===== config.mk =====
export PLATFORM = sky130hd
export DESIGN_NAME = tra_fifo
export DESIGN_NICKNAME = d
export VERILOG_FILES = /design/src/rtl/tra_pkg.sv /design/src/rtl/tra_fifo.sv
export SDC_FILE = /design/constraint.sdc
export NUM_CORES = 1
export LEC_CHECK = 0
export BUFFER_PORTS_ARGS = -buffer_cell sky130_fd_sc_hd__buf_4
export CAP_MARGIN = 20
export CORE_MARGIN = 2
export CORE_UTILIZATION = 25
export DETAILED_ROUTE_END_ITERATION = 12
export SYNTH_ARGS = -nofsm -noshare
export SYNTH_HDL_FRONTEND = slang
export SYNTH_SLANG_ARGS = --single-unit

===== constraint.sdc =====
create_clock -name clk -period 5.05 [get_ports clk]
set_clock_uncertainty 0.05 [all_clocks]
set_input_delay 0 -clock clk [delete_from_list [all_inputs] [get_ports clk]]
set_output_delay 0 -clock clk [all_outputs]
set_load 0.02 [all_outputs]

===== src/rtl/tra_pkg.sv =====
// Shared types and codes for the touch report assembler.
package tra_pkg;

    localparam int CFG_IDX_W = 4;

    localparam logic [4:0] EVT_SYN = 5'd0;
    localparam logic [4:0] EVT_KEY = 5'd1;
    localparam logic [4:0] EVT_ABS = 5'd3;

    localparam logic [9:0] CODE_X        = 10'd0;
    localparam logic [9:0] CODE_Y        = 10'd1;
    localparam logic [9:0] CODE_PRESSURE = 10'd24;
    localparam logic [9:0] CODE_TOUCH    = 10'd330;

    localparam logic [1:0] ST_NONE = 2'd0;
    localparam logic [1:0] ST_DOWN = 2'd1;
    localparam logic [1:0] ST_UP   = 2'd2;

    localparam logic [CFG_IDX_W-1:0] REG_SCREEN_SIZE    = 4'd0;
    localparam logic [CFG_IDX_W-1:0] REG_CORRECT_ENABLE = 4'd1;
    localparam logic [CFG_IDX_W-1:0] REG_XMAP_FROM_X    = 4'd2;
    localparam logic [CFG_IDX_W-1:0] REG_XMAP_FROM_Y    = 4'd3;
    localparam logic [CFG_IDX_W-1:0] REG_XMAP_OFFSET    = 4'd4;
    localparam logic [CFG_IDX_W-1:0] REG_YMAP_FROM_X    = 4'd5;
    localparam logic [CFG_IDX_W-1:0] REG_YMAP_FROM_Y    = 4'd6;
    localparam logic [CFG_IDX_W-1:0] REG_YMAP_OFFSET    = 4'd7;

    typedef struct packed {
        logic [4:0]         ev_type;
        logic [9:0]         ev_code;
        logic signed [15:0] ev_value;
    } ev_t;

    typedef struct packed {
        logic [1:0]         rpt_state;
        logic signed [15:0] pos_x;
        logic signed [15:0] pos_y;
        logic signed [15:0] pressure;
    } rpt_t;

    typedef struct packed {
        logic [15:0]        screen_size;
        logic               correct_enable;
        logic signed [31:0] xmap_from_x;
        logic signed [31:0] xmap_from_y;
        logic signed [31:0] xmap_offset;
        logic signed [31:0] ymap_from_x;
        logic signed [31:0] ymap_from_y;
        logic signed [31:0] ymap_offset;
    } cfg_t;

    // one report request passed from the event decoder to the report pipeline
    typedef struct packed {
        logic [1:0]         pkt_state;
        logic               x_upd;
        logic               y_upd;
        logic signed [17:0] raw_x;
        logic signed [15:0] raw_y;
        logic signed [15:0] pressure;
    } job_t;

endpackage


===== src/rtl/tra_fifo.sv =====
// Small request queue between the event decoder and the report pipeline.
module tra_fifo #(
    parameter int DEPTH = 4
) (
    input  logic          clk,
    input  logic          rst_n,
    input  logic          push,
    input  tra_pkg::job_t wr_data,
    output logic          full,
    input  logic          pop,
    output tra_pkg::job_t rd_data,
    output logic          empty
);

    localparam int PTR_W = (DEPTH > 1) ? $clog2(DEPTH) : 1;
    localparam int CNT_W = $clog2(DEPTH + 1);
    localparam logic [PTR_W-1:0] PTR_LAST = PTR_W'(DEPTH - 1);
    localparam logic [CNT_W-1:0] CNT_FULL = CNT_W'(DEPTH);

    tra_pkg::job_t    mem [DEPTH];
    tra_pkg::job_t    rd_data_reg;
    logic [PTR_W-1:0] wr_ptr_reg, wr_ptr_next;
    logic [PTR_W-1:0] rd_ptr_reg, rd_ptr_next;
    logic [CNT_W-1:0] count_reg, count_next;
    logic             do_push, do_pop;

    assign full    = (count_reg == CNT_FULL);
    assign empty   = (count_reg == '0);
    assign do_push = push && !full;
    assign do_pop  = pop && !empty;
    assign rd_data = rd_data_reg;

    always_comb
    begin
        wr_ptr_next = wr_ptr_reg;
        rd_ptr_next = rd_ptr_reg;
        count_next  = count_reg;
        if (do_push)
            wr_ptr_next = (wr_ptr_reg == PTR_LAST) ? '0 : wr_ptr_reg + 1'b1;
        if (do_pop)
            rd_ptr_next = (rd_ptr_reg == PTR_LAST) ? '0 : rd_ptr_reg + 1'b1;
        if (do_push && !do_pop)
            count_next = count_reg + 1'b1;
        else if (do_pop && !do_push)
            count_next = count_reg - 1'b1;
    end

    always_ff @(posedge clk)
    begin
        if (do_push)
            mem[wr_ptr_reg] <= wr_data;
        // head is prefetched into a register from the next read pointer; a request landing on the new head bypasses
        if (do_push && (wr_ptr_reg == rd_ptr_next))
            rd_data_reg <= wr_data;
        else
            rd_data_reg <= mem[rd_ptr_next];
    end

    always_ff @(posedge clk or negedge rst_n)
    begin
        if (!rst_n)
        begin
            wr_ptr_reg <= '0;
            rd_ptr_reg <= '0;
            count_reg  <= '0;
        end
        else
        begin
            wr_ptr_reg <= wr_ptr_next;
            rd_ptr_reg <= rd_ptr_next;
            count_reg  <= count_next;
        end
    end

`ifndef ASSERT_OFF
    a_push_counts: assert property (@(posedge clk) disable iff (!rst_n)
        (do_push && !do_pop) |=> (count_reg == $past(count_reg) + 1'b1))
        else $error("queue count did not rise on push");
    a_pop_counts: assert property (@(posedge clk) disable iff (!rst_n)
        (do_pop && !do_push) |=> (count_reg == $past(count_reg) - 1'b1))
        else $error("queue count did not fall on pop");
`endif

endmodule


# ---- Yosys cells after proc, flatten, opt, wreduce, memory -nomap -nowiden
# Memories as Yosys holds them, arrays and structs flattened. A register that Yosys moved wholly into a read port is not among the register bits.
# Index checks and enable logic that the tools add are counted.
dict set report word_totals {
  register_bits 7
  n_memories 1
  ramBits 216
  inputBits 58
  out_inout_bits 56
}
# name depth width read_ports rd_clocked_by_memory_dff write_ports line
set memory_table {}
lappend memory_table {mem 4 54 1 1 1 tra_fifo.sv:20} ;# tra_pkg::job_t mem [DEPTH];
dict set report op_classes {
  reduce_logical 10
  n_eq_ne 3
  add_sub_neg 4
  mux 7
}
# cell count
set op_table {}
lappend op_table {{2-to-1 mux 2 bit} 3}
lappend op_table {{2-to-1 mux 3 bit} 2}
lappend op_table {{adder 2 x 1 -> 2 bit, second input constant} 2}
lappend op_table {{== test 2 bit, second input constant} 2}
lappend op_table {{logical AND 1 bit} 4}
lappend op_table {{zero test 1 bit} 4}
lappend op_table {{adder 3 x 1 -> 3 bit, second input constant} 1}
lappend op_table {{== test 3 bit, second input constant} 1}
lappend op_table {{zero test 3 bit} 1}
lappend op_table {{subtractor 3 x 1 -> 3 bit, second input constant} 1}
lappend op_table {{2-to-1 mux 1 bit} 2}
lappend op_table {{nonzero test 2 bit} 1}

# ---- Depth between registers and ports, before layout
dict set report logic_depth {
  ltp_word 7
  mapped_depth 9
  mapped_depth_nobuf 8
}

# ---- Worst setup path before layout
# Ideal clock, no wire load.
dict set report synth_path {
  path_type {flip-flop to flip-flop}
  start {register count_reg[2]}
  end {memory mem[0][0] (netlist bit) (enable)}
  setup_slack_ps 2434
  stages_incl_launch_ff 5
  synth_period_minus_slack_ps 2616
  arrival_ps 2149
  path_buffers 1
  cell_sequence {dfrtp_1 -> nor3b_2 -> nor2b_1 -> buf_6 -> and2_1}
}
dict set report synth_between {
  elab_chain_cells 5
}
# item line
set synth_lines {}
lappend synth_lines {{from (decl)} tra_fifo.sv:24} ;# logic [CNT_W-1:0] count_reg, count_next;
lappend synth_lines {{from (signal assigned)} tra_fifo.sv:71} ;# count_reg <= count_next;
lappend synth_lines {{== test 3 bit} tra_fifo.sv:27} ;# assign full = (count_reg == CNT_FULL);
lappend synth_lines {{via full} tra_fifo.sv:9} ;# output logic full,
lappend synth_lines {{zero test 1 bit} tra_fifo.sv:29} ;# assign do_push = push && !full;
lappend synth_lines {{logical AND 1 bit} tra_fifo.sv:29}
lappend synth_lines {{via do_push} tra_fifo.sv:25} ;# logic do_push, do_pop;
lappend synth_lines {{2-to-1 mux 1 bit} tra_fifo.sv:50} ;# if (do_push)
lappend synth_lines {{2-to-1 mux 1 bit (not written as such)} tra_fifo.sv:51} ;# mem[wr_ptr_reg] <= wr_data;
lappend synth_lines {{to (decl)} tra_fifo.sv:20}
# The timed path passes the listed nets, and every way through them passes these cells.

==> results.tsv <==
stage	metric	value	unit
outcome	status	completed	
place	place_hpwl	9890	um
worst_setup_path	crit_cells	3	
yosys	synthTopCellsByCount	edfxtp_1 (216), mux4_2 (50), dfrtp_1 (7), ha_1 (6)	
worst_setup_path	cp_common_cell	buf_4	
clock_network	numCtsBuffers	23	
die	fp.dieW	187	um
clock_network	cts_root_buffer	clkbuf_16	
die	placementRows	66	
routing	wl_per_cell	17.1	um
die	core	32700	um^2
clock_network	htree_num_levels	1	
hold_path	hp-class	in -> reg	
job	cap_viol_max_count	0	
global_routing	grt_max_degree	55	
yosys	yosysMostFrequentCell	edfxtp_1	
yosys	synth-edff-count	216	
yosys	yosys.area.top_type	edfxtp_1	
worst_setup_path	rrSetupSlack	2690	ps
yosys	seq_area_frac_synth	80.3	%
timing	finalCriticalPeriod	2700	ps
routing	dr_total_vias	3850	
worst_setup_path	slowest_delay	790	ps
clock_network	clk_path_buf_depth	3	
pwr	p_leak	3.72	nW
timing	clock.fmax	371	MHz
global_routing	antenna_found_initial	2	
cells_and_area	fill_cells	3136	
cells_and_area	layout.nets	570	
worst_setup_path	arrival	2650	ps
yosys	syn_avg_cell_area	26.0	um^2
die	ios	114	
place	dp.cells	865	
worst_setup_path	crit_required	5000	ps
routing	route.detailed.drc	0	
yosys	ys.flop_type	edfxtp_1	
yosys	synth_area	8350	um^2
timing	relSlewSlack	42.0	%
cells_and_area	drive_gt1_share	40.7	%
clock_network	cts_setup_buffers	0	
global_routing	grt_pass1_wl	25200	um
worst_setup_path	crit_type	reg -> out	
place	place_congestion	0.667	
worst_setup_path	endpoint_kind	output pin	
pwr	vdd_drop_max	0.234	mV
yosys	synth_area_leaders	edfxtp_1 (78%), mux4_2 (13%), dfrtp_1 (2.1%), mux4_1 (1.3%), buf_12 (1.2%)	
yosys	ys_warn_count	0	
yosys	async_reset_ff_share	3.11	%
global_routing	grt_pass1_vias	4476	
routing	detail-route-antenna-nets	0	
timing	rsz0062_at_grt	no	
hold_path	worstHoldStart	push	
timing	setup_violations	0	
worst_setup_path	path_buf_inv	2	
clock_network	cts_resized	0	
routing	drt-initial-drc-count	190	
timing	tightestPinTransition	871	ps
worst_setup_path	cp_max_fo	33	
timing	fin_tns_setup	0	ps
clock_network	worst_skew_pair.late_latency	490	ps
yosys	netlist_instances	321	
worst_setup_path	startpoint_type	register	
timing	hold_viol_final	0	
worst_setup_path	critical_path.slowest_cell	dfxtp_4	
clock_network	cts_hold_buf	57	
die	dieHeight	187	um
worst_setup_path	crit_chain	buf_4 -> mux4_1 -> buf_4	
timing	min_period_over_period	53.4	%
die	initial_core_util	25.5	%
yosys	synth_top_area_share	77.7	%
yosys	syn-num-nets	386	
die	fp.dieArea	34900	um^2
cells_and_area	largest_register_ffs	216	
routing	via_per_inst	4.00	
timing	whs	37.6	ps
cells_and_area	final_cells	963	
cells_and_area	area_delta_synth_final	30.7	%
worst_setup_path	r2r_end	count_reg[2]	
yosys	yosys_register_bits	225	
global_routing	grt_overflow	0	
cells_and_area	diodes	0	
worst_setup_path	r2r-start	count_reg[2]	
routing	wl	16400	um
clock_network	cts_tree	done	
cells_and_area	utilization	33.4	%
hold_path	hold-path-endpoint	wr_ptr_reg[1]	
clock_network	clk_pin_slew	60	ps
worst_setup_path	crit_family	flip-flops	
place	port_buffers	113	
hold_path	hold_path_depth	3	
clock_network	cts.sinks	225	
yosys	ys_types	22	
global_routing	grt_use_total	9.29	%
timing	maxSlewViolCount	0	
worst_setup_path	worst_r2r_path_depth	8	
pwr	p_per_area	579	nW/um^2
routing	drtPass1Iterations	4	
[worst max path at each step]
stage | from | end
3_5_place_dp | count_reg[2] | mem[3][20]
6_report | register | rd_data[46]
3_3_place_gp | register | rd_data[45]
2_1_floorplan | count_reg[2] | mem[0][0]
4_1_cts | register | rd_data[44]
5_1_grt | register | rd_data[44]
[placed cells by master (no fill, tap or decap)]
master         Yosys  final
and2_4             0      4
buf_4              0    115
bufinv_16          0      2
clkbuf_1           0      3
clkbuf_16          0     23
clkinv_1           0      3
clkinv_2           0      7
clkinvlp_4         0      2
dfrtp_1            7      7
dfxtp_2            0      1
dfxtp_4            0      1
dlygate4sd3_1      0     57
edfxtp_1         216    216
fa_1               1      1
ha_1               6      6
inv_1              3      3
inv_6              0      1
mux2_2             3      3
mux2_4             2      2
mux4_1             4      4
mux4_2            50     50
nand2b_1           1      1
nor2_1             3      3
nor2b_1            1      1
nor3_1             1      1
nor3b_2            1      1
xnor2_1            1      1
xor2_1             2      2
[worst min-delay path, delay by kind of cell]
family | cells | cell delay [ps]
multiplexers | 1 | 230
buffers and inverters | 1 | 110
AND/OR/NAND/NOR | 1 | 210
[through the flow]
step | worst slack [ps] | power, mW | cell area [um^2]
3_3_place_gp | 2760 | 4.72 | 9630
2_1_floorplan | 2430 | 4.02 | 8350
6_report | 2350 | 6.32 | 10900
4_1_cts | 2230 | 6.44 | 10900
5_1_grt | 2100 | 6.62 | 10900
3_5_place_dp | 2640 | 4.78 | 9630
[where the power goes]
group / total (mW) / switching [mW] / internal [mW]
logic: 2.01 / 1.06 / 0.953
registers: 2.69 / 0.212 / 2.48
clock network: 1.61 / 0.674 / 0.939
[metal layers]
layer,wire (um),track usage (%)
met1,6410,10.4
met2,8650,17.3
met3,1020,2.28
met4,333,2.81
met5,26,0
[logic make-up after synthesis]
logic type	after synthesis	share of synthesized area (%)
mux	59	15.5
xor+xnor	3	0.315
buf+inv	16	1.96
flops	225	80.3
fa+ha+maj	7	1.14
simple gates	11	0.794
[final cells by class]
class	count	area (um^2)	share of cell area (%)
Clock inverter	15	130	1.19
Clock buffer	26	587	5.38
Tap cell	442	553	5.07
Timing Repair Buffer	172	1430	13.1
Multi-Input combinational cell	80	1490	13.7
Sequential cell	225	6710	61.4
Inverter	3	11.3	0.103
Note: power is estimated with default switching activity, not from simulation.
