$ cat config.mk
export PLATFORM = sky130hd
export DESIGN_NAME = tra_front
export DESIGN_NICKNAME = d
export VERILOG_FILES = /design/src/rtl/tra_pkg.sv /design/src/rtl/tra_front.sv
export SDC_FILE = /design/constraint.sdc
export NUM_CORES = 1
export LEC_CHECK = 0
export BUFFER_PORTS_ARGS = -buffer_cell sky130_fd_sc_hd__buf_2
export CAP_MARGIN = 20
export CORE_AREA = 2 2 115 117
export CTS_CLUSTER_DIAMETER = 40
export CTS_CLUSTER_SIZE = 20
export DETAILED_ROUTE_END_ITERATION = 6
export DIE_AREA = 0 0 117 119
export SLEW_MARGIN = 5
export SYNTH_ARGS = -nofsm -noshare
export SYNTH_HDL_FRONTEND = slang
export SYNTH_SLANG_ARGS = --single-unit
export TNS_END_PERCENT = 50
$ cat constraint.sdc
create_clock -name clk -period 0.96 [get_ports clk]
set_clock_uncertainty 0.2 [all_clocks]
set_input_delay 0.096 -clock clk [delete_from_list [all_inputs] [get_ports clk]]
set_output_delay 0.096 -clock clk [all_outputs]
set_load 0.01 [all_outputs]
$ cat src/rtl/tra_pkg.sv
// Shared types and codes for the touch report assembler.
package tra_pkg;

    localparam int CFG_IDX_W = 4;

    localparam logic [4:0] EVT_SYN = 5'd0;
    localparam logic [4:0] EVT_KEY = 5'd1;
    localparam logic [4:0] EVT_ABS = 5'd3;

    localparam logic [9:0] CODE_X        = 10'd0;
    localparam logic [9:0] CODE_Y        = 10'd1;
    localparam logic [9:0] CODE_PRESSURE = 10'd24;
    localparam logic [9:0] CODE_TOUCH    = 10'd330;

    localparam logic [1:0] ST_NONE = 2'd0;
    localparam logic [1:0] ST_DOWN = 2'd1;
    localparam logic [1:0] ST_UP   = 2'd2;

    localparam logic [CFG_IDX_W-1:0] REG_SCREEN_SIZE    = 4'd0;
    localparam logic [CFG_IDX_W-1:0] REG_CORRECT_ENABLE = 4'd1;
    localparam logic [CFG_IDX_W-1:0] REG_XMAP_FROM_X    = 4'd2;
    localparam logic [CFG_IDX_W-1:0] REG_XMAP_FROM_Y    = 4'd3;
    localparam logic [CFG_IDX_W-1:0] REG_XMAP_OFFSET    = 4'd4;
    localparam logic [CFG_IDX_W-1:0] REG_YMAP_FROM_X    = 4'd5;
    localparam logic [CFG_IDX_W-1:0] REG_YMAP_FROM_Y    = 4'd6;
    localparam logic [CFG_IDX_W-1:0] REG_YMAP_OFFSET    = 4'd7;

    typedef struct packed {
        logic [4:0]         ev_type;
        logic [9:0]         ev_code;
        logic signed [15:0] ev_value;
    } ev_t;

    typedef struct packed {
        logic [1:0]         rpt_state;
        logic signed [15:0] pos_x;
        logic signed [15:0] pos_y;
        logic signed [15:0] pressure;
    } rpt_t;

    typedef struct packed {
        logic [15:0]        screen_size;
        logic               correct_enable;
        logic signed [31:0] xmap_from_x;
        logic signed [31:0] xmap_from_y;
        logic signed [31:0] xmap_offset;
        logic signed [31:0] ymap_from_x;
        logic signed [31:0] ymap_from_y;
        logic signed [31:0] ymap_offset;
    } cfg_t;

    // one report request passed from the event decoder to the report pipeline
    typedef struct packed {
        logic [1:0]         pkt_state;
        logic               x_upd;
        logic               y_upd;
        logic signed [17:0] raw_x;
        logic signed [15:0] raw_y;
        logic signed [15:0] pressure;
    } job_t;

endpackage

$ cat src/rtl/tra_front.sv
// Event decoder: tracks packet state and issues a report request on sync.
module tra_front (
    input  logic               clk,
    input  logic               rst_n,
    input  tra_pkg::cfg_t      cfg,
    input  logic               ev_valid,
    output logic               ev_ready,
    input  tra_pkg::ev_t       ev,
    input  logic               q_full,
    output logic               q_push,
    output tra_pkg::job_t      q_data
);

    logic [1:0]         pending_state_reg, pending_state_next;
    logic               x_seen_reg, x_seen_next;
    logic               y_seen_reg, y_seen_next;
    logic signed [17:0] raw_x_reg, raw_x_next;
    logic signed [15:0] raw_y_reg, raw_y_next;
    logic signed [15:0] held_pressure_reg, held_pressure_next;
    logic               accept;
    logic               is_sync;

    assign ev_ready = !q_full;
    assign accept   = ev_valid && ev_ready;
    assign is_sync  = (ev.ev_type == tra_pkg::EVT_SYN);
    assign q_push   = accept && is_sync;

    always_comb
    begin
        q_data.pkt_state = pending_state_reg;
        q_data.x_upd     = x_seen_reg && (pending_state_reg != tra_pkg::ST_UP);
        q_data.y_upd     = y_seen_reg && (pending_state_reg != tra_pkg::ST_UP);
        q_data.raw_x     = raw_x_reg;
        q_data.raw_y     = raw_y_reg;
        q_data.pressure  = held_pressure_reg;
    end

    always_comb
    begin
        pending_state_next = pending_state_reg;
        x_seen_next        = x_seen_reg;
        y_seen_next        = y_seen_reg;
        raw_x_next         = raw_x_reg;
        raw_y_next         = raw_y_reg;
        held_pressure_next = held_pressure_reg;
        if (accept)
        begin
            unique case (ev.ev_type)
                tra_pkg::EVT_KEY:
                begin
                    if (ev.ev_code == tra_pkg::CODE_TOUCH)
                        pending_state_next = (ev.ev_value != 16'sd0) ? tra_pkg::ST_DOWN
                                                                      : tra_pkg::ST_UP;
                end
                tra_pkg::EVT_ABS:
                begin
                    if (ev.ev_code == tra_pkg::CODE_X)
                    begin
                        // mirrored axis: full scale minus reading
                        raw_x_next  = $signed({2'b00, cfg.screen_size})
                                    - $signed({{2{ev.ev_value[15]}}, ev.ev_value});
                        x_seen_next = 1'b1;
                    end
                    else if (ev.ev_code == tra_pkg::CODE_Y)
                    begin
                        raw_y_next  = ev.ev_value;
                        y_seen_next = 1'b1;
                    end
                    else if (ev.ev_code == tra_pkg::CODE_PRESSURE)
                        held_pressure_next = ev.ev_value;
                end
                tra_pkg::EVT_SYN:
                begin
                    pending_state_next = tra_pkg::ST_NONE;
                    x_seen_next        = 1'b0;
                    y_seen_next        = 1'b0;
                end
                default:
                begin
                end
            endcase
        end
    end

    always_ff @(posedge clk or negedge rst_n)
    begin
        if (!rst_n)
        begin
            pending_state_reg <= tra_pkg::ST_NONE;
            x_seen_reg        <= 1'b0;
            y_seen_reg        <= 1'b0;
            raw_x_reg         <= '0;
            raw_y_reg         <= '0;
            held_pressure_reg <= '0;
        end
        else
        begin
            pending_state_reg <= pending_state_next;
            x_seen_reg        <= x_seen_next;
            y_seen_reg        <= y_seen_next;
            raw_x_reg         <= raw_x_next;
            raw_y_reg         <= raw_y_next;
            held_pressure_reg <= held_pressure_next;
        end
    end

`ifndef ASSERT_OFF
    a_sync_clears: assert property (@(posedge clk) disable iff (!rst_n)
        q_push |=> (pending_state_reg == tra_pkg::ST_NONE) && !x_seen_reg && !y_seen_reg)
        else $error("packet state not cleared after sync");
`endif

endmodule

# --- Yosys cells after proc, flatten, opt, wreduce, memory -nomap -nowiden ---
# Cells that the tools add are included.
# Widths: inputs -> output; s select.
op_classes:
  n_eq_ne: 10
  reduce_logical: 16
  muxes: 8
  bitwise_logic: 2
  add_sub_neg: 1
op_table:
  columns: ["op", "n"]
  rows:
  - ["$sub 17x16->18", 1]
  - ["$reduce_bool 16->1", 1]
  - ["$eq 10x1->1 const B", 1]
  - ["$eq 10x5->1 const B", 1]
  - ["$eq 10x9->1 const B", 1]
  - ["$logic_not 10->1", 1]
  - ["$ne 2x2->1 const B", 5]
  - ["$reduce_and 3->1", 3]
  - ["$reduce_and 4->1", 2]
  - ["$eq 5x1->1 const B", 1]
  - ["$eq 5x2->1 const B", 1]
  - ["$logic_not 5->1", 1]
  - ["$reduce_and 5->1", 1]
  - ["$logic_and 1x1->1", 4]
  - ["$mux 2", 2]
  - ["$pmux 1 s2", 2]
  - ["$pmux 2 s2", 1]
  - ["$reduce_bool 2->1", 2]
  - ["$mux 1", 3]
  - ["$not 1->1", 2]
  - ["$logic_not 1->1", 1]
word_totals:
  regBits: 54
  inputBits: 244
  out_inout_bits: 56
  wordCells: 43

# --- Longest topological paths before layout ---
depth:
  depth_word: 4
  depth_mapped: 10
  ltp_nobuf: 10

# --- Worst setup path after synthesis ---
# Ideal clock, no wire load.
synth_path:
  kind: "input -> register"
  from: "in cfg[193] in the netlist's numbering"
  to: "reg raw_x_reg[12]"
  setup_ps: 69
  required_time_ps: 691
  arrival_ps: 1933
  cell_stages: 10
  path_buffers: 0
  setup_slack_ps: -1241
  path_cell_list: "inv_1 -> ha_1 -> inv_1 -> fa_1 -> a211oi_1 -> o21ai_0 -> o2111ai_1 -> nand2_1 -> a311o_1 -> nand3_1"
synth_via:
  elab_chain_len: 1
synth_rtl:
  columns: ["element", "line_no", "rtl"]
  rows:
  - ["start, declared", "tra_front.sv:5", "input tra_pkg::cfg_t cfg,"]
  - ["$sub 17x16->18", "tra_front.sv:61", "- $signed({{2{ev.ev_value[15]}}, ev.ev_value});"]
  - ["end signal, assigned", "tra_front.sv:101", "raw_x_reg <= raw_x_next;"]
  - ["end, declared", "tra_front.sv:17", "logic signed [17:0] raw_x_reg, raw_x_next;"]
# No other way between the ends.
# A chain may end at the register's enable or synchronous reset.

# --- Worst setup path after layout ---
layout_path:
  from: "in cfg[193] in the netlist's numbering"
  to: "reg raw_x_reg[14]"
# The elaborated chain is that of the path after synthesis.

==> results.txt <==
----------------------------------------------------
[Power and ir drop]
  Post-layout total power ... 5.68 mW
  Peak supply drop ... roughly 0.8 mV
  Leakage power of the design ... roughly 2.7 nW
  Power per unit of standard cell area ... 1030 nW/um^2

[Min path]
  Worst hold path class ... input pin to flop
  Hold Crit Start ... ev[6]
  Hold endpoint ... held_pressure_reg[6]
  Cell count of the worst hold path ... 2

[Clocking]
  Number of clock buffers inserted by TritonCTS ... 5
  TritonCTS clock tree ... built
  Maximum clock insertion buffer count ... 2
  Clock transition time at the flip-flop clock pins of the worst setup and hold paths ... 0.07 ns
  Clock insertion delay at the later pin of the skew report ... 0.29 ns
  Clock sink count ... 54
  CTS H-tree depth ... 2
  Clock root cell ... clkbuf_16
  Cts hold-fix bufs ... 1

[Floorplan]
  Area of the core region ... 12900 um^2
  Die Y-Extent ... between 100 and 150 um
  Die outline area ... 13900 um^2
  Overall die width ... 117 um
  Number of rows created at floorplan ... 42
  I/O pin count ... 300
  Initial core utilization ... 23.7%

[Synthesis]
  Syn Std Cell Area ... 3050 um^2
  Count of flip-flops with a built-in enable after synthesis ... 0
  Post-synthesis register bit count ... 54
  Per-instance average area after synthesis ... 10.3 um^2
  Most used flip-flop cell after synthesis ... dfrtp_1
  Post-Synthesis Cells ... 297
  Syn Nets ... between 500 and 600
  Distinct cell type count after synthesis ... 45
  Share of flip-flops with an asynchronous set or reset after synthesis ... 100%
  Portion of the post-synthesis area used by sequential elements ... 44.4%
  Number of warning messages in the yosys log ... 0

[Critical path]
  FF-to-FF path depth ... 3
  R2R Path Start ... pending_state_reg[1]
  Crit path capture type ... flop
  Max FO, Critical Path ... 3
  Family with the most delay on the worst path ... compound AO/OA/AOI/OAI gates
  Critical Path AT ... 1.81 ns
  Cell breakdown of the critical path ... buf_8 > inv_12 > ha_4 > inv_2 > fa_2 > a211oi_2 > o21ai_2 > o2111ai_4 > a31oi_4 > o21a_1 > o31ai_1
  Buffers plus inverters on the worst setup path ... 3
  WP data required ... 0.97 ns
  End of the worst register-to-register path ... pending_state_reg[1]
  Setup slack on the worst flop-to-flop path ... -0.06 ns
  CP max stage delay ... ~0.35 ns
  Critical-path top delay cell ... fa_2
  Type of element launching the critical path ... input pin
  Kind of critical path ... input pin to flop

[GRT]
  Met3 Track Usage GR ... 3.92%
  Maximum number of pins on one net before global-route repair ... 55
  Number of antenna violations at the first check in global routing ... 0
  Met2 track demand over resource ... 26.7%
  Vias in the first global route ... ~3200
  First-pass GRT wire length ... 17000 um
  Total global routing track utilization ... 15.8%
  Met1 usage ... between 20% and 30%
  Gr busiest metal ... met2
  Aggregate global routing overflow ... 0

[STA]
  Final period util ... 188%
  Number of failing setup endpoints in the final timing report ... between 100 and 150
  Actual slew at the worst max-slew pin ... 0.392 ns
  Setup repair after global routing missed its margin ... true
  Highest attainable clock frequency ... approximately 550 MHz
  Aggregate negative setup slack ... -43.65 ns
  Final critical path time including I/O delays and setup ... 1.80 ns
  Hold slack ... -0.129 ns
  Post-route worst setup slack ... -0.842 ns
  Slew margin rel. ... 73.6%
  Max-slew violations ... 0
  Number of hold-slack violations in the final timing report ... 30

[Final layout]
  Synthesis-to-layout area growth ... 80.5%
  Ratio of cells with drive above 1 in the final layout ... 60.2%
  Layout Utilization ... 42.7%
  Final nets ... 764
  Register Area ... between 1000 and 1500 um^2
  Area used by multi-input combinational logic ... 2040 um^2
  Most frequent standard cell in the layout excluding fill and tap cells ... buf_4
  Diode insertion count for antenna repair ... 0
  Max FFs per register ... 18
  Fill cells ... 1217
  Highest-count cells in the layout ignoring fill and taps ... buf_4 (81), buf_2 (76), dfrtp_1 (54), buf_6 (41), mux2_4 (32)
  Count of non-filler cells in the finished layout ... 679

[Drt]
  ANT nets after route ... 0
  Drt first-iter violations ... 118
  First-pass detailed-route iteration total ... 4
  Via count ... 3031
  Routed length per instance ... approximately 16 um
  Average via count per standard cell ... 4.46
  Total routed wirelength ... 10700 um
  Remaining DRCs ... 0

[Run status]
  Status ... finished, violations left
  Violated checks ... negative hold slack, negative setup slack

[Place]
  Buffers on Ports ... 106
  Dpl cells ... 656
  Final weighted congestion in routability-driven placement ... about 0.87
  Detailed placement HPWL ... 7820 um

[Flow run]
  Number of maximum-capacitance constraint violations ... 0

----------------------------------------------------
-- timing repair --
| action | in CTS | in global routing |
|---|---|---|
| setup endpoints to repair | 109 | 109 |
| hold endpoints to repair | 85 | 27 |
| gates resized for setup | 83 | 33 |
| pin swaps | 27 | 18 |
| buffers inserted | 6 | 5 |
| gates cloned | 4 | 0 |
-- power by group --
group	internal, mW	leakage [nW]	switching (mW)
Combinational	0.769	1.90	0.713
Sequential	2.28	0.752	0.00449
Clock	1.05	0.0735	0.862
Total	4.10	2.73	1.58
-- cells by family (layout without fill, tap and decap cells) --
logic type / after synthesis / count (layout) / synth area share, %
compound gates: 57 / 57 / 11.5
xor+xnor: 12 / 12 / 3.45
fa+ha+maj: 18 / 18 / 7.64
buf+inv: 31 / 237 / 4.23
flops: 54 / 54 / 44.4
mux: 35 / 35 / 12.9
simple gates: 90 / 90 / 15.9
-- cell usage after synthesis, drive strengths merged (2+ instances only) --
cell type	instances	area share (%)
nand3	4	0.66
a211oi	2	0.49
o211ai	3	0.74
inv	22	2.7
dfrtp	54	44
xor2	6	1.7
a31oi	2	0.41
and4	3	0.86
nor3b	2	0.49
and2	2	0.41
buf	3	0.78
nand2	26	3.2
clkbuf	6	0.74
a21o	5	1.2
mux2	34	13
o21ai	19	3.1
nand4	7	1.4
o21a	3	0.74
nor4	8	2.1
nand2b	4	0.82
or4	2	0.74
nor3	8	1.5
a21oi	15	2.5
nor2	19	2.3
xnor2	6	1.7
ha	17	7.0
-- layer usage --
layer | wire (um) | vias to the layer above | part of all wire (%)
li1 | - | 1471 | -
met4 | 111 | 0 | 1.0
met5 | 0 | - | 0
met1 | 4700 | 1467 | 44
met2 | 5300 | 84 | 50
met3 | 570 | 9 | 5.3
-- worst max path at each step --
stage / start / end / depth (start not counted)
after global placement: cfg[193] / raw_x_reg[12] / 11
final: cfg[193] / raw_x_reg[14] / 11
after CTS: cfg[193] / raw_x_reg[14] / 11
after floorplan: cfg[193] / raw_x_reg[12] / 10
after detailed placement: cfg[193] / raw_x_reg[12] / 11
after global routing: cfg[193] / raw_x_reg[14] / 11
-- through the flow --
step | instance area (um^2) | setup slack (ns)
2_1_floorplan | 3250 | -1.00
3_3_place_gp | 4620 | -1.24
3_5_place_dp | 4620 | -1.25
4_1_cts | 5290 | -0.866
5_1_grt | 5500 | -0.968
6_report | 5500 | -0.842
-- cell type report --
type / count / share of cell area, %
Multi-Input combinational cell: 212 / 37.1
Timing Repair Buffer: 207 / 29.7
Sequential cell: 54 / 24.6
Tap cell: 176 / 4.01
Clock buffer: 6 / 2.53
Inverter: 22 / 1.73
Clock inverter: 2 / 0.296
(Power assumes the default switching activity.)
